$ cat src/rtl/ctkd_pkg.sv
// Shared types, constants and register codes of the touch key detector.
package ctkd_pkg;

    localparam int SAMPLE_W      = 16;
    localparam int CALIB_SAMPLES = 10;
    localparam int CAL_CNT_W     = $clog2(CALIB_SAMPLES + 1);
    localparam int MID_LO        = 2;
    localparam int MID_HI        = 8;
    localparam int MID_COUNT     = MID_HI - MID_LO;
    localparam int SUM_W         = SAMPLE_W + $clog2(MID_COUNT);
    // floor(s / 6) == (s * RECIP_SIX) >> RECIP_SHIFT for every s below 2**19
    localparam int RECIP_W       = 18;
    localparam int RECIP_SHIFT   = 20;
    localparam logic [RECIP_W-1:0] RECIP_SIX = 18'd174763;
    localparam int PROD_W        = SUM_W + RECIP_W;

    localparam int GRP_W         = 3;
    localparam logic [GRP_W-1:0] SINGLE_GROUP = 3'd3;
    localparam logic [GRP_W-1:0] CONT_GROUP   = 3'd6;
    localparam logic [1:0] LOCKOUT_AFTER_TOUCH = 2'd2;  // reload of 3, less this group

    localparam logic [SAMPLE_W-1:0] GATE_RESET = 16'd20;

    localparam int CFG_IDX_W = 1;
    localparam logic [CFG_IDX_W-1:0] CFG_CONT_MODE = 1'b0;
    localparam logic [CFG_IDX_W-1:0] CFG_GATE      = 1'b1;

    localparam logic KIND_CALIB = 1'b0;
    localparam logic KIND_SCAN  = 1'b1;

    typedef logic [SAMPLE_W-1:0] sample_t;

    typedef struct packed {
        logic    kind;
        logic    pressed;
        logic    err;
        sample_t baseline;
        sample_t peak;
    } result_t;

endpackage

$ cat src/rtl/ctkd_sort_cell.sv
// One cell of the insertion-sort chain that orders the calibration samples.
module ctkd_sort_cell (
    input  logic             clk,
    input  logic             ins,
    input  ctkd_pkg::sample_t x,
    input  logic             occupied,
    input  ctkd_pkg::sample_t left_val,
    input  logic             left_gt,
    output ctkd_pkg::sample_t val,
    output logic             gt
);
    import ctkd_pkg::*;

    sample_t val_reg;
    sample_t val_next;

    // An empty cell acts as +infinity so the new sample lands in the first free slot.
    assign gt = !occupied || (val_reg > x);
    assign val = val_reg;

    always_comb
    begin
        val_next = val_reg;
        if (ins && gt)
        begin
            // shift the left neighbor in, or take the sample at the insert point
            val_next = left_gt ? left_val : x;
        end
    end

    always_ff @(posedge clk)
    begin
        val_reg <= val_next;
    end

endmodule

$ cat src/rtl/ctkd_scan.sv
// Group peak tracking, touch decision and press lockout for scan samples.
module ctkd_scan (
    input  logic              clk,
    input  logic              rst_n,
    input  logic              take,
    input  ctkd_pkg::sample_t x,
    input  logic              cont_mode,
    input  ctkd_pkg::sample_t gate,
    input  ctkd_pkg::sample_t baseline,
    output logic              close,
    output ctkd_pkg::result_t res
);
    import ctkd_pkg::*;

    logic [GRP_W-1:0]      group_count_reg;
    logic [GRP_W-1:0]      group_count_next;
    sample_t               running_peak_reg;
    sample_t               running_peak_next;
    logic [1:0]            lockout_reg;
    logic [1:0]            lockout_next;

    sample_t               peak;
    logic [GRP_W-1:0]      count_inc;
    logic [GRP_W-1:0]      group_size;
    logic [SAMPLE_W:0]     lower_bound;
    logic [SAMPLE_W+3:0]   upper_bound;
    logic                  touched;
    logic [1:0]            lock_eff;

    assign peak        = (x > running_peak_reg) ? x : running_peak_reg;
    assign count_inc   = group_count_reg + 1'b1;
    assign group_size  = cont_mode ? CONT_GROUP : SINGLE_GROUP;
    assign close       = take && (count_inc >= group_size);
    assign lower_bound = {1'b0, baseline} + {1'b0, gate};
    assign upper_bound = {1'b0, baseline, 3'b000} + {3'b000, baseline, 1'b0};
    assign touched     = ({1'b0, peak} > lower_bound) && ({4'b0000, peak} < upper_bound);
    assign lock_eff    = cont_mode ? 2'd0 : lockout_reg;

    always_comb
    begin
        res.kind     = KIND_SCAN;
        res.pressed  = touched && (lock_eff == 2'd0);
        res.err      = baseline[SAMPLE_W-1];
        res.baseline = baseline;
        res.peak     = peak;
    end

    always_comb
    begin
        group_count_next  = group_count_reg;
        running_peak_next = running_peak_reg;
        lockout_next      = lockout_reg;
        if (take)
        begin
            if (close)
            begin
                group_count_next  = '0;
                running_peak_next = '0;
                if (touched)
                    lockout_next = LOCKOUT_AFTER_TOUCH;
                else if (lock_eff != 2'd0)
                    lockout_next = lock_eff - 1'b1;
                else
                    lockout_next = 2'd0;
            end
            else
            begin
                group_count_next  = count_inc;
                running_peak_next = peak;
            end
        end
    end

    always_ff @(posedge clk or negedge rst_n)
    begin
        if (!rst_n)
        begin
            group_count_reg  <= '0;
            running_peak_reg <= '0;
            lockout_reg      <= '0;
        end
        else
        begin
            group_count_reg  <= group_count_next;
            running_peak_reg <= running_peak_next;
            lockout_reg      <= lockout_next;
        end
    end

endmodule

$ cat src/rtl/ctkd_res_fifo.sv
// Two-entry result buffer between the detector and the output channel.
module ctkd_res_fifo (
    input  logic              clk,
    input  logic              rst_n,
    input  logic              push,
    input  ctkd_pkg::result_t push_data,
    input  logic              pop,
    output logic              not_empty,
    output logic [1:0]        count,
    output ctkd_pkg::result_t head
);
    import ctkd_pkg::*;

    result_t    entry_reg [2];
    logic       wr_ptr_reg;
    logic       wr_ptr_next;
    logic       rd_ptr_reg;
    logic       rd_ptr_next;
    logic [1:0] count_reg;
    logic [1:0] count_next;

    assign not_empty = (count_reg != 2'd0);
    assign count     = count_reg;
    assign head      = entry_reg[rd_ptr_reg];

    always_comb
    begin
        wr_ptr_next = push ? ~wr_ptr_reg : wr_ptr_reg;
        rd_ptr_next = pop  ? ~rd_ptr_reg : rd_ptr_reg;
        count_next  = count_reg + {1'b0, push} - {1'b0, pop};
    end

    always_ff @(posedge clk)
    begin
        if (push)
            entry_reg[wr_ptr_reg] <= push_data;
    end

    always_ff @(posedge clk or negedge rst_n)
    begin
        if (!rst_n)
        begin
            wr_ptr_reg <= 1'b0;
            rd_ptr_reg <= 1'b0;
            count_reg  <= 2'd0;
        end
        else
        begin
            wr_ptr_reg <= wr_ptr_next;
            rd_ptr_reg <= rd_ptr_next;
            count_reg  <= count_next;
        end
    end

endmodule

$ cat src/rtl/capacitive_touch_key_detector_top.sv
// Top level of the capacitive touch key detector.
//
//   channel  | handshake           | payload
//   ---------+---------------------+-------------------------------------------------
//   input    | in_valid / in_stall | charge_time
//   result   | out_valid/out_stall | result_kind, pressed, calib_error,
//            |                     | baseline_value, group_peak
//   config   | cfg_write           | cfg_index, cfg_data
//
// One sample is taken per cycle while in_stall is low. A scan result is pushed at the edge
// that takes the group's closing sample; the calibration result follows the tenth sample
// via a registered sum of the middle six sorted cells and a reciprocal multiply by one sixth.
// Reset clears counters, baseline, lockout and the result buffer; the sort cells are
// filled by calibration. in_stall rises only when the two-entry result buffer plus a
// calibration result still in flight would fill, so output stalls back up after two items.
module capacitive_touch_key_detector_top (
    input  logic                           clk,
    input  logic                           rst_n,
    input  logic                           in_valid,
    output logic                           in_stall,
    input  logic [15:0]                    charge_time,
    output logic                           out_valid,
    input  logic                           out_stall,
    output logic                           result_kind,
    output logic                           pressed,
    output logic                           calib_error,
    output logic [15:0]                    baseline_value,
    output logic [15:0]                    group_peak,
    input  logic                           cfg_write,
    input  logic [ctkd_pkg::CFG_IDX_W-1:0] cfg_index,
    input  logic [15:0]                    cfg_data
);
    import ctkd_pkg::*;

    logic                 cont_mode_reg;
    logic                 cont_mode_next;
    sample_t              gate_reg;
    sample_t              gate_next;
    logic [CAL_CNT_W-1:0] calib_count_reg;
    logic [CAL_CNT_W-1:0] calib_count_next;
    logic                 calibrated_reg;
    logic                 calibrated_next;
    logic                 sum_pend_reg;
    logic                 sum_pend_next;
    logic                 div_pend_reg;
    logic                 div_pend_next;
    logic [SUM_W-1:0]     sum_reg;
    logic [SUM_W-1:0]     sum_next;
    sample_t              baseline_reg;
    sample_t              baseline_next;

    logic                 accept;
    logic                 cal_take;
    logic                 scan_take;
    sample_t              cell_val [CALIB_SAMPLES];
    logic                 cell_gt  [CALIB_SAMPLES];
    logic [PROD_W-1:0]    prod;
    sample_t              quot;
    logic                 scan_close;
    result_t              scan_res;
    result_t              cal_res;
    result_t              push_data;
    logic                 push;
    logic                 pop;
    logic                 buf_not_empty;
    logic [1:0]           buf_count;
    result_t              head;
    logic [1:0]           occupancy;

    // Reserve room for the calibration result while it is still being computed.
    assign occupancy = buf_count + {1'b0, sum_pend_reg | div_pend_reg};
    assign in_stall  = (occupancy >= 2'd2);
    assign accept    = in_valid && !in_stall;
    assign cal_take  = accept && !calibrated_reg;
    assign scan_take = accept && calibrated_reg;

    // Insertion chain: each cell compares against the sample and hands its value right.
    for (genvar i = 0; i < CALIB_SAMPLES; i++)
    begin : g_cell
        ctkd_sort_cell u_cell (
            .clk      (clk),
            .ins      (cal_take),
            .x        (charge_time),
            .occupied (calib_count_reg > CAL_CNT_W'(i)),
            .left_val ((i == 0) ? sample_t'(0) : cell_val[(i == 0) ? 0 : i - 1]),
            .left_gt  ((i == 0) ? 1'b0 : cell_gt[(i == 0) ? 0 : i - 1]),
            .val      (cell_val[i]),
            .gt       (cell_gt[i])
        );
    end

    // Sum the middle six sorted cells.
    always_comb
    begin
        sum_next = sum_reg;
        if (sum_pend_reg)
        begin
            sum_next = '0;
            for (int k = MID_LO; k < MID_HI; k++)
                sum_next = sum_next + SUM_W'(cell_val[k]);
        end
    end

    // Divide by six through the reciprocal.
    assign prod = PROD_W'(sum_reg) * PROD_W'(RECIP_SIX);
    assign quot = prod[RECIP_SHIFT +: SAMPLE_W];

    always_comb
    begin
        cal_res.kind     = KIND_CALIB;
        cal_res.pressed  = 1'b0;
        cal_res.err      = quot[SAMPLE_W-1];
        cal_res.baseline = quot;
        cal_res.peak     = '0;
    end

    ctkd_scan u_scan (
        .clk       (clk),
        .rst_n     (rst_n),
        .take      (scan_take),
        .x         (charge_time),
        .cont_mode (cont_mode_reg),
        .gate      (gate_reg),
        .baseline  (baseline_reg),
        .close     (scan_close),
        .res       (scan_res)
    );

    // A scan group closes three samples after calibration at the earliest, so the two
    // push sources never coincide.
    assign push      = div_pend_reg || scan_close;
    assign push_data = div_pend_reg ? cal_res : scan_res;
    assign pop       = buf_not_empty && !out_stall;

    ctkd_res_fifo u_fifo (
        .clk       (clk),
        .rst_n     (rst_n),
        .push      (push),
        .push_data (push_data),
        .pop       (pop),
        .not_empty (buf_not_empty),
        .count     (buf_count),
        .head      (head)
    );

    assign out_valid      = buf_not_empty;
    assign result_kind    = head.kind;
    assign pressed        = head.pressed;
    assign calib_error    = head.err;
    assign baseline_value = head.baseline;
    assign group_peak     = head.peak;

    always_comb
    begin
        cont_mode_next   = cont_mode_reg;
        gate_next        = gate_reg;
        calib_count_next = calib_count_reg;
        calibrated_next  = calibrated_reg;
        sum_pend_next    = 1'b0;
        div_pend_next    = sum_pend_reg;
        baseline_next    = div_pend_reg ? quot : baseline_reg;

        if (cfg_write)
        begin
            case (cfg_index)
                CFG_CONT_MODE: cont_mode_next = cfg_data[0];
                CFG_GATE:      gate_next      = cfg_data;
                default:       gate_next      = gate_reg;
            endcase
        end

        if (cal_take)
        begin
            if (calib_count_reg == CAL_CNT_W'(CALIB_SAMPLES - 1))
            begin
                // last calibration sample: start the baseline pipeline
                calib_count_next = '0;
                calibrated_next  = 1'b1;
                sum_pend_next    = 1'b1;
            end
            else
            begin
                calib_count_next = calib_count_reg + 1'b1;
            end
        end
    end

    always_ff @(posedge clk)
    begin
        sum_reg <= sum_next;
    end

    always_ff @(posedge clk or negedge rst_n)
    begin
        if (!rst_n)
        begin
            cont_mode_reg   <= 1'b0;
            gate_reg        <= GATE_RESET;
            calib_count_reg <= '0;
            calibrated_reg  <= 1'b0;
            sum_pend_reg    <= 1'b0;
            div_pend_reg    <= 1'b0;
            baseline_reg    <= '0;
        end
        else
        begin
            cont_mode_reg   <= cont_mode_next;
            gate_reg        <= gate_next;
            calib_count_reg <= calib_count_next;
            calibrated_reg  <= calibrated_next;
            sum_pend_reg    <= sum_pend_next;
            div_pend_reg    <= div_pend_next;
            baseline_reg    <= baseline_next;
        end
    end

endmodule

$ cat config.mk
export PLATFORM = sky130hd
export DESIGN_NAME = capacitive_touch_key_detector_top
export DESIGN_NICKNAME = d
export VERILOG_FILES = /design/src/rtl/ctkd_pkg.sv /design/src/rtl/ctkd_sort_cell.sv /design/src/rtl/ctkd_scan.sv /design/src/rtl/ctkd_res_fifo.sv /design/src/rtl/capacitive_touch_key_detector_top.sv
export SDC_FILE = /design/constraint.sdc
export NUM_CORES = 1
export LEC_CHECK = 0
export BUFFER_PORTS_ARGS = -buffer_cell sky130_fd_sc_hd__buf_4
export CAP_MARGIN = 0
export CORE_UTILIZATION = 25
export CTS_BUF_LIST = sky130_fd_sc_hd__clkbuf_8 sky130_fd_sc_hd__clkbuf_16
export DETAILED_ROUTE_END_ITERATION = 10
export GPL_ROUTABILITY_DRIVEN = 1
export SYNTH_ARGS = -nofsm -noshare
export SYNTH_HDL_FRONTEND = slang
export SYNTH_SLANG_ARGS = --single-unit
$ cat constraint.sdc
create_clock -name clk -period 15.56 [get_ports clk]
set_clock_uncertainty 0.1 [all_clocks]
set_input_delay 3.89 -clock clk [delete_from_list [all_inputs] [get_ports clk]]
set_output_delay 3.89 -clock clk [all_outputs]
set_load 0.02 [all_outputs]
* Yosys cells after proc, flatten, opt, wreduce, memory -nomap -nowiden
Memories as Yosys holds them, arrays and structs flattened.
Cells that the tools add are included.
** Cells by class
- $add $sub $neg :: 13
- $mul :: 1
- Order comparisons :: 21
- Eq/ne operators :: 1
- Multiplexer cells :: 20
- Bitwise gates (word level) :: 4
- Reduce and logical (&&, ||, !) cells :: 42
** Operators with widths (count)
- 16-bit > comparator :: 9
- 16-bit 2-to-1 mux :: 9
- 19-bit by 16-bit adder with 19-bit output :: 2
- 19-bit by 18-bit multiplier with 36-bit output, second input constant :: 1
- 35-bit 2-to-1 mux :: 1
- 16-bit by 16-bit adder with 17-bit output :: 2
- 19-bit by 17-bit adder with 20-bit output :: 1
- 16-bit by 20-bit less-than comparator with 1-bit output :: 1
- 18-bit by 16-bit adder with 19-bit output :: 1
- 17-bit by 16-bit adder with 18-bit output :: 1
- 16-bit by 17-bit > comparator with 1-bit output :: 1
- 4-bit by 3-bit > comparator with 1-bit output, second input constant :: 4
- 1-bit logical AND :: 15
- 1-bit zero test :: 11
- 1-bit logical OR :: 9
- 4-bit by 1-bit > comparator with 1-bit output, second input constant :: 2
- 4-bit by 2-bit > comparator with 1-bit output, second input constant :: 2
- 2-bit AND reduction :: 4
- 2-bit 2-to-1 mux :: 3
- 3-bit 2-to-1 mux :: 2
- 2-bit by 1-bit adder with 2-bit output :: 2
- 4-bit by 1-bit adder with 4-bit output, second input constant :: 1
- 4-bit == test, second input constant :: 1
- 1-bit 2-to-1 mux :: 4
- 10 further kinds :: 13
** Storage, ports and cells
- Register bits after elaboration :: 212
- Bits in writable memories :: 70
- Bits of input ports :: 38
- Output and inout port bits :: 37
- Word-level logic and storage cells :: 125
- Memories kept :: 1
** Memory list
- u_fifo.entry_reg :: depth 2, bits a word 35, read ports 1, clocked after Yosys merged registers in 0, wr ports 1, RTL line ctkd_res_fifo.sv:14 : result_t entry_reg [2];

* Longest topological paths before layout
Gate-level depths: netlist of run 1.
- Depth in word-level cells :: 10
- Depth in mapped cells :: 21
- Mapped depth without buffers :: 21

* Hierarchy
From an unflattened synthesis of run 1, not the netlist that was laid out.
** Second synthesis, totals
- Cells, all modules :: 2587
- Area, all modules :: 26412.8 µm²
** By module, submodules not included
- capacitive_touch_key_detector_top :: instances 1, cells an instance 1135, area each 11248.3 µm², seq. area each 1574.0 µm²
- ctkd_sort_cell :: instances 8, cells an instance 109, area each 1073.5 µm², seq. area each 480.5 µm²
- ctkd_scan :: instances 1, cells an instance 457, area each 3707.3 µm², seq. area each 525.5 µm²
- ctkd_res_fifo :: instances 1, cells an instance 123, area each 2869.0 µm², seq. area each 2202.1 µm²

* Least setup slack after synthesis of run 1
Ideal clock, no wire load.
- Kind :: input-to-reg
- From :: in charge_time[13]
- To :: mem u_fifo.entry_reg[0][33] in the netlist's numbering (data pin)
- Setup time :: 197 ps
- Arrival :: 7501 ps
- Required time :: 15263 ps
- Path slack :: 7762 ps
- Cell stages on the path :: 19
- Path buffers :: 2
- Path through :: ha_1 -> nand4_1 -> nor4_1 -> o21ai_0 -> a31oi_1 -> clkbuf_1 -> clkbuf_1 -> a21oi_1 -> inv_1 -> ha_1 -> nand4_1 -> nor2_1 -> a211oi_1 -> o21ai_0 -> a21oi_1 -> or4b_2 -> a41oi_1 -> inv_1 -> nor4_1
** RTL lines
- start, declared :: RTL line capacitive_touch_key_detector_top.sv:21 : input logic [15:0] charge_time,
- end, declared :: RTL line ctkd_res_fifo.sv:14

==> results of run 1 <==
## layout by cell type (no fill, tap or decap), types with 5 or more instances in the layout
| cell | count |
|---|---|
| sky130_fd_sc_hd__a21oi_1 | 94 |
| sky130_fd_sc_hd__mux2_2 | 151 |
| sky130_fd_sc_hd__nand2b_1 | 12 |
| sky130_fd_sc_hd__fa_1 | 178 |
| sky130_fd_sc_hd__nor2b_1 | 24 |
| sky130_fd_sc_hd__nor4_1 | 11 |
| sky130_fd_sc_hd__edfxtp_1 | 215 |
| sky130_fd_sc_hd__o31ai_1 | 5 |
| sky130_fd_sc_hd__o21a_1 | 35 |
| sky130_fd_sc_hd__ha_1 | 388 |
| sky130_fd_sc_hd__o21ai_0 | 56 |
| sky130_fd_sc_hd__nor2_1 | 90 |
| sky130_fd_sc_hd__o211ai_1 | 8 |
| sky130_fd_sc_hd__a21o_1 | 51 |
| sky130_fd_sc_hd__nand2_1 | 60 |
| sky130_fd_sc_hd__nand3_1 | 49 |
| sky130_fd_sc_hd__buf_4 | 89 |
| sky130_fd_sc_hd__mux2i_1 | 9 |
| sky130_fd_sc_hd__nand4_1 | 51 |
| sky130_fd_sc_hd__a31oi_1 | 6 |
| sky130_fd_sc_hd__dfrtp_1 | 63 |
| sky130_fd_sc_hd__clkbuf_8 | 5 |
| sky130_fd_sc_hd__nor3_1 | 17 |
| sky130_fd_sc_hd__and3_1 | 10 |
| sky130_fd_sc_hd__o22ai_1 | 18 |
| sky130_fd_sc_hd__xor2_1 | 32 |
| sky130_fd_sc_hd__xnor2_1 | 35 |
| sky130_fd_sc_hd__inv_1 | 363 |
| sky130_fd_sc_hd__o2111ai_1 | 22 |
| sky130_fd_sc_hd__or2_2 | 8 |
| sky130_fd_sc_hd__a22oi_1 | 16 |
| sky130_fd_sc_hd__clkbuf_16 | 29 |
| sky130_fd_sc_hd__a211oi_1 | 7 |
## routing by layer
metal,vias to the layer above,GRT usage [%]
met5,-,0
met4,0,4.14
met3,89,1.33
met2,430,22.1
met1,8167,16.8
li1,7920,-
## critical path, stage by stage
cell	delay [ps]
sky130_fd_sc_hd__buf_4	170
sky130_fd_sc_hd__ha_1	320
sky130_fd_sc_hd__nand4_1	150
sky130_fd_sc_hd__nor4_1	410
sky130_fd_sc_hd__o21ai_0	180
sky130_fd_sc_hd__a31oi_2	440
sky130_fd_sc_hd__buf_4	330
sky130_fd_sc_hd__mux2i_1	400
sky130_fd_sc_hd__inv_1	80
sky130_fd_sc_hd__ha_1	280
sky130_fd_sc_hd__nand4_1	120
sky130_fd_sc_hd__nor2_1	110
sky130_fd_sc_hd__a211oi_1	50
sky130_fd_sc_hd__o21ai_0	190
sky130_fd_sc_hd__a21oi_1	110
sky130_fd_sc_hd__or4b_2	630
sky130_fd_sc_hd__a41oi_1	230
sky130_fd_sc_hd__inv_1	100
sky130_fd_sc_hd__nor4_1	240
## cell type report
cell class                      instances  area [µm²]  area share, %
Clock inverter                         20         168          0.605
Clock buffer                           34         795           2.87
Tap cell                             1276        1600           5.76
Timing Repair Buffer                   89         668           2.41
Inverter                              356        1340           4.82
Multi-Input combinational cell       1511       15100           54.4
Sequential cell                       280        8090           29.2
## through the flow
| step | hold slack (ps) | utilization (%) | cell area (µm²) |
|---|---|---|---|
| floorplan | 354 | - | 24700 |
| global placement | 373 | 27.5 | 26800 |
| detailed placement | 382 | 27.5 | 26800 |
| CTS | 397 | 28.5 | 27700 |
| global route | 441 | 28.5 | 27700 |
| finish | 389 | 28.5 | 27700 |
## path summary, 6_finish.rpt
check / slack (ps) / to / startpoint / depth (start not counted)
min in group asynchronous: 3350 / u_fifo.count[1]$_DFF_PN0_ / rst_n / 1
hold / removal: 390 / u_scan.group_count_reg[1]$_DFFE_PN0P_ / u_scan.group_count_reg[1]$_DFFE_PN0P_ / 2
max in group asynchronous: 11430 / baseline_reg[3]$_DFFE_PN0P_ / rst_n / 1
setup / recovery: 7370 / u_fifo.entry_reg[0][33]$_DFFE_PP_ / charge_time[15] / 19
hold reg to reg: 390 / u_scan.group_count_reg[1]$_DFFE_PN0P_ / u_scan.group_count_reg[1]$_DFFE_PN0P_ / 2
setup reg to reg: 8770 / u_fifo.entry_reg[0][32]$_DFFE_PP_ / sum_reg[1]$_DFFE_PP_ / 21
## logic make-up after synthesis
group	after synthesis	share of synthesized area, %
XOR/XNOR	67	2.38
adder cells (fa/ha/maj)	566	34.1
buffers and inverters	408	6.29
flip-flops	280	32.8
AND/OR/NAND/NOR	353	7.15
multiplexers	161	7.32
AO/OA/AOI/OAI	364	9.94
==> results by stage, run 1 <==
Die:
- For this configuration, the core starts out at a cell density of 25.4%.
- After floorplanning, the core was divided into 114 placement rows.
- The chip height is 316 µm.
- The die covers 99,900 µm².
- The number of placed I/O pins is 75.
- The floorplan step set the die width to 316 µm.
- The total core area is 97,100 µm².

Route:
- Summed over all layers, the routed wires come to 63,700 µm.
- The iteration count of the initial detailed-routing pass is 5.
- The routed length on met1 is 28,000 µm.
- The met2 routed wirelength is 30,500 µm.
- The number of routed nets with antenna violations is 0.
- Signal routing reaches up to met4.
- The overall via count from detail_route is 16,600.
- The average wire per standard cell is 17.9 µm.
- The count of routing violations after the opening detailed-route iteration is 1,095.
- After detailed routing, the number of vias per cell comes to 4.66.
- The met3 wirelength from detailed routing is 3190 µm.
- The DRC violation count after routing is 0.

Clock tree:
- The count of H-tree levels built during CTS is 1.
- In this run, post-CTS repair resized a total of 0 instances.
- TritonCTS created 29 clock buffers.
- The CTS tree is done.
- After clock tree synthesis, the clock-pin slew on the worst setup and hold paths is 70 ps.
- The clock insertion delay at the later pin of the skew report is 590 ps.
- The number of setup buffers added after CTS is 0.
- In this run the deepest clock path goes through 3 buffers.
- In this run the clock root is driven by a sky130_fd_sc_hd__clkbuf_16.
- The clock drives 280 sinks.
- The number of buffers inserted by hold repair at cts is 0.

Place:
- The number of port buffers is 74.
- The wire-length estimate of the detail-placed layout is 51,100 µm.
- Before CTS, the worst setup slack after placement is 6820 ps.
- The number of placed instances, taps included, is 3,512.
- At the end of routability-driven placement, the weighted congestion stood at 0.881.

STA:
- The final-layout setup total negative slack is 0 ps.
- The highest clock frequency the design can meet is 122 MHz.
- The setup slack of the critical path after layout is 7370 ps.
- The worst max-slew margin expressed relative to the limit is 22.5%.
- Setup repair after global routing left no endpoint under its margin.
- The shortest period the worst path allows is 8190 ps.
- For the pin with the worst max-slew slack, the measured transition is 1160 ps.
- The number of slew-limit violations in the final report came to 0.
- The count of final hold-check violations is 0.
- Setup violations remaining at the end of the flow were counted as 0.
- The final cycle utilization of the critical path is 52.6%.

Worst setup path:
- The endpoint required time on the critical path is 15,830 ps.
- The kind of launch point of the worst setup path is an input pin.
- The startpoint-to-endpoint class of the critical path is in -> reg.
- In this run the worst path has a maximum fanout of 22.
- Data arrives at the worst endpoint at 8460 ps.
- The type of destination of the critical path is a register.

Synth:
- After synthesis, flip-flops and latches occupy 32.8% of the total area.
- In the synthesized netlist the dominant register cell turns out to be sky130_fd_sc_hd__edfxtp_1.
- Counting distinct cell types in the post-synthesis netlist gives 71.
- The number of synthesized register bits is 280.
- The top cell type by area accounts for 26.2% of the synthesized area.
- The share of flip-flops with an asynchronous set or reset is 23.2%.
- Counting every net in the synthesized netlist gives 2,803.
- The number of enable-type register cells in the synthesized netlist is 215.
- Ranked by instance count, the synthesized netlist is headed by 388 x sky130_fd_sc_hd__ha_1, 355 x sky130_fd_sc_hd__inv_1, 215 x sky130_fd_sc_hd__edfxtp_1.
- The largest total area in the synthesized netlist belongs to sky130_fd_sc_hd__edfxtp_1.
- The cell with the most instances after synthesis is sky130_fd_sc_hd__ha_1.
- Sorting the synthesized cells by area gives the leading types as sky130_fd_sc_hd__edfxtp_1 26%, sky130_fd_sc_hd__ha_1 20%, sky130_fd_sc_hd__fa_1 14%, sky130_fd_sc_hd__mux2_2 6.9%, sky130_fd_sc_hd__dfrtp_1 6.4%.
- The cell area after technology mapping is 24,700 µm².
- Synthesis produced a netlist whose cell count is 2,199.
- For this run, the number of Yosys warnings is 0.
- Averaged over all synthesized cells, the footprint is 11.2 µm².

Global routing:
- The pin count of the biggest net entering global routing is 66.
- The via count of the first global-routing pass came to 17,400.
- The all-layer global routing usage is 12.8%.
- The wire length of the first global-routing pass is 99,600 µm.
- The number of antenna violations at the first check in global routing was 0.
- The total overflow left after global routing is 0.

Worst hold path:
- The tightest min-delay check is of the reg -> reg type.

Cells and area:
- The repair_antennas step left the layout with diodes totalling 0.
- Of the cells placed in the final design, the portion with a size suffix greater than 1 is 14.0%.
- The count of filler cells inserted in the layout is 10,000.
- The final net count is 2,871.
- Compared with the post-synthesis result, the final layout area differs by 12.4%.
- The number of flip-flops in the largest register is 128.
- The count of cells in the finished layout, fillers not included, comes to 3,566.

Run:
- The max-cap check violation count is 0.

Status:
- The flow ran to the end, and the final reports show no timing, DRC or antenna violations.
Power of run 1 is left out: the tool's default activity adds up to more than one toggle a clock period on the data nets, which glitch-free logic cannot reach.
==> inputs of run 2 (changes only) <==
Clock period 15.56 ns to 7.97 ns, I/O delays scaled along.
==> run 2 against run 1 <==
  * Routed wire length shrank 1.0%
  * Via count down 0.34%
  * Critical path depth rose by 1
  * Final area up 0.44%
  * Cell count up 0.17%
  * First-iteration DRC count shrank 6.0%
==> results by stage, run 2 (synthesized netlist as in run 1, its figures left out) <==
Cells and area:
- The library cell used most frequently in the layout, excluding fill and tap cells, is sky130_fd_sc_hd__ha_1.
- Relative to the synthesized area, the layout overhead comes to 12.9%.
- The number of flip-flops in the largest register is 128.
- After the last flow step, the layout net total stands at 2,876.
- The top cell types in the final layout, fill and taps aside, are 388 x sky130_fd_sc_hd__ha_1, 356 x sky130_fd_sc_hd__inv_1, 215 x sky130_fd_sc_hd__edfxtp_1, 178 x sky130_fd_sc_hd__fa_1, 151 x sky130_fd_sc_hd__mux2_2.
- The final antenna diode count is 0.
- The share of layout cells above drive strength 1 is 14.4%.

Route:
- Summed over all layers, the routed wires come to 63,000 µm.
- For this run, design rule violations remaining after detail routing come to 0.
- The detail route stage leaves a number of antenna-violating nets equal to 0.
- The count of routing violations after the opening detailed-route iteration is 1,029.
- Using the TritonRoute via totals, the vias-per-cell ratio works out to 4.63.
- The overall via count from detail_route is 16,500.
- The pre-antenna-repair detailed-routing pass consisted of 5 iterations.
- The average wire per standard cell is 17.6 µm.

STA:
- Hold timing on the final database bottoms out at a slack of 406 ps.
- The final-layout setup total negative slack is 0 ps.
- Of the available clock period, the critical path in the final layout requires 82.2%.
- The highest clock frequency the design can meet is 153 MHz.
- In this run the tightest slew margin relative to its limit is 24.0%.
- Setup repair after global routing left no endpoint under its margin.
- The worst-margin pin slew is 1140 ps.
- The number of setup violations in the final report is 0.
- The shortest period the worst path allows is 6550 ps.
- The count of final hold-check violations was 0.
- The number of slew-limit violations in the final report is 0.

Worst setup path:
- The worst reg-to-reg path cell count is 20.
- STA classifies the critical path startpoint as a register.
- The endpoint required time on the critical path is 8190 ps.
- The signal on the critical path passes through ha_1 > fa_1 > inv_1 > fa_1 > inv_1 > fa_1 > fa_1 > inv_1 > fa_1 > inv_1 > ha_1 > a2111oi_2 > o21ai_1 > o2111ai_2 > a31oi_2 > o31ai_4 > o21ai_2 > a21oi_2 > xnor2_1 > mux2_4.
- In this design, the critical path's most frequently occurring cell is sky130_fd_sc_hd__fa_1.
- The worst flop-to-flop path startpoint is sum_reg[5]$_DFFE_PP_.
- The critical path is of the reg -> reg type.
- On the worst path, the slowest cell contributes a delay of 540 ps.
- The slowest stage of the critical path belongs to the cell sky130_fd_sc_hd__fa_1.
- The endpoint identified for the worst register-to-register timing path is u_fifo.entry_reg[0][28]$_DFFE_PP_.
- Among cell families on the critical path, the largest total delay comes from adder cells.
- The reg2reg setup slack is 1420 ps.
- The worst setup path is captured at a register.
- The cell depth of the worst setup path is 20.
- Data arrives at the worst endpoint at 6770 ps.
- Together, buffers and inverters on the worst path number 4.
- The largest driver fanout on the critical path is 7.

Clock tree:
- Counting every sink on the clock net gives 280.
- After clock tree synthesis, the flow added hold-fix buffers numbering 0.
- Gates resized during post-CTS repair numbered 0.
- The clock passes through at most 3 buffers.
- Post-CTS timing repair inserted 0 buffers for setup.
- The clock-pin slew on the worst setup and hold paths is 70 ps.
- Clock tree synthesis inserted a total of 30 buffers.
- TritonCTS built the clock tree.
- The root cell of the clock tree is sky130_fd_sc_hd__clkbuf_16.
- The count of H-tree levels built during CTS is 1.
- Clock latency on the worst-skew pair, taken at its later pin, is 580 ps.

Die:
- The total core area is 97,100 µm².
- The die covers 99,900 µm².
- The die is 316 µm wide.
- The starting density of the core is 25.4%.
- 75 I/O pins were placed.
- The floorplan has 114 rows.
- The floorplan step set the die height to 316 µm.

Global routing:
- The via count of the first global-routing pass was 17,500.
- Across every metal layer, demand over resource in global routing totals 12.8%.
- The number of antenna violations at the first check in global routing is 1.
- The pin count of the biggest net entering global routing is 66.
- The total congestion overflow after global routing is 0.
- The wire length of the first global-routing pass is 99,500 µm.

Place:
- During placement, the flow inserted port buffers numbering 74.
- The detailed placement HPWL is 51,500 µm.
- Routability-driven placement finished with a final weighted congestion of 0.866.

Run:
- The max-cap check violation count is 0.

Worst hold path:
- The worst hold path terminates at u_scan.group_count_reg[2]$_DFFE_PN0P_.
- The start point of the worst hold path is u_scan.group_count_reg[2]$_DFFE_PN0P_.
- The worst hold path was traced through 2 stages.
- The tightest min-delay check is of the reg -> reg type.

Status:
- The flow ran to the end, and the final reports show no timing, DRC or antenna violations.
[run 2: cell types whose count changed in the layout (fill, tap and decap cells not counted), moves of 2 or more]
cell                         previous run  this run
sky130_fd_sc_hd__buf_4                 89        93
sky130_fd_sc_hd__clkbuf_16             29        31
sky130_fd_sc_hd__clkinv_1               1         4
sky130_fd_sc_hd__clkinvlp_4             2         5
sky130_fd_sc_hd__inv_1                363       356
sky130_fd_sc_hd__inv_8                  0         2
[run 2: area by class of cell]
class / instances / area [µm²]
clock buffers: 35 / 831
clock inverters: 21 / 223
fillers: 10000 / 69300
inverters: 356 / 1340
multi-input cells: 1511 / 15100
flip-flops and latches: 280 / 8090
well taps: 1276 / 1600
repair buffers: 93 / 698
[run 2: worst min-delay path, cell delays in order (launching register included)]
cell                      delay (ps)
sky130_fd_sc_hd__dfrtp_1         360
sky130_fd_sc_hd__nand2_1          50
sky130_fd_sc_hd__o21ai_0          60
[run 2: per-layer routing]
layer  share of wire [%]  wire length [µm]  global-route usage, %
met2                  49             30800                   22.5
met3                 4.3              2740                   1.25
met1                  44             27600                   16.5
met5                   0                 0                      0
met4                 3.0              1920                   3.89
[run 2: how the worst max path moves through the flow]
stage                                              to                 start  slack (ps)
floorplan           u_fifo.entry_reg[0][28]$_DFFE_PP_  sum_reg[3]$_DFFE_PP_        1930
global placement    u_fifo.entry_reg[0][33]$_DFFE_PP_       charge_time[15]        1440
detailed placement  u_fifo.entry_reg[1][33]$_DFFE_PP_       charge_time[13]        1270
CTS                 u_fifo.entry_reg[0][28]$_DFFE_PP_  sum_reg[5]$_DFFE_PP_        1450
global route        u_fifo.entry_reg[0][29]$_DFFE_PP_  sum_reg[1]$_DFFE_PP_        1150
finish              u_fifo.entry_reg[0][28]$_DFFE_PP_  sum_reg[5]$_DFFE_PP_        1420
[run 2: stage by stage]
stage	utilization [%]	instance area (µm²)	cells	setup WS (ps)
after global routing	28.7	27800	3572	1150
after floorplan	-	24700	2199	1930
after CTS	28.7	27800	3572	1450
after global placement	27.6	26800	3516	1440
final	28.7	27800	3572	1420
after detailed placement	27.6	26800	3516	1270
Power of run 2 is left out for the same reason.
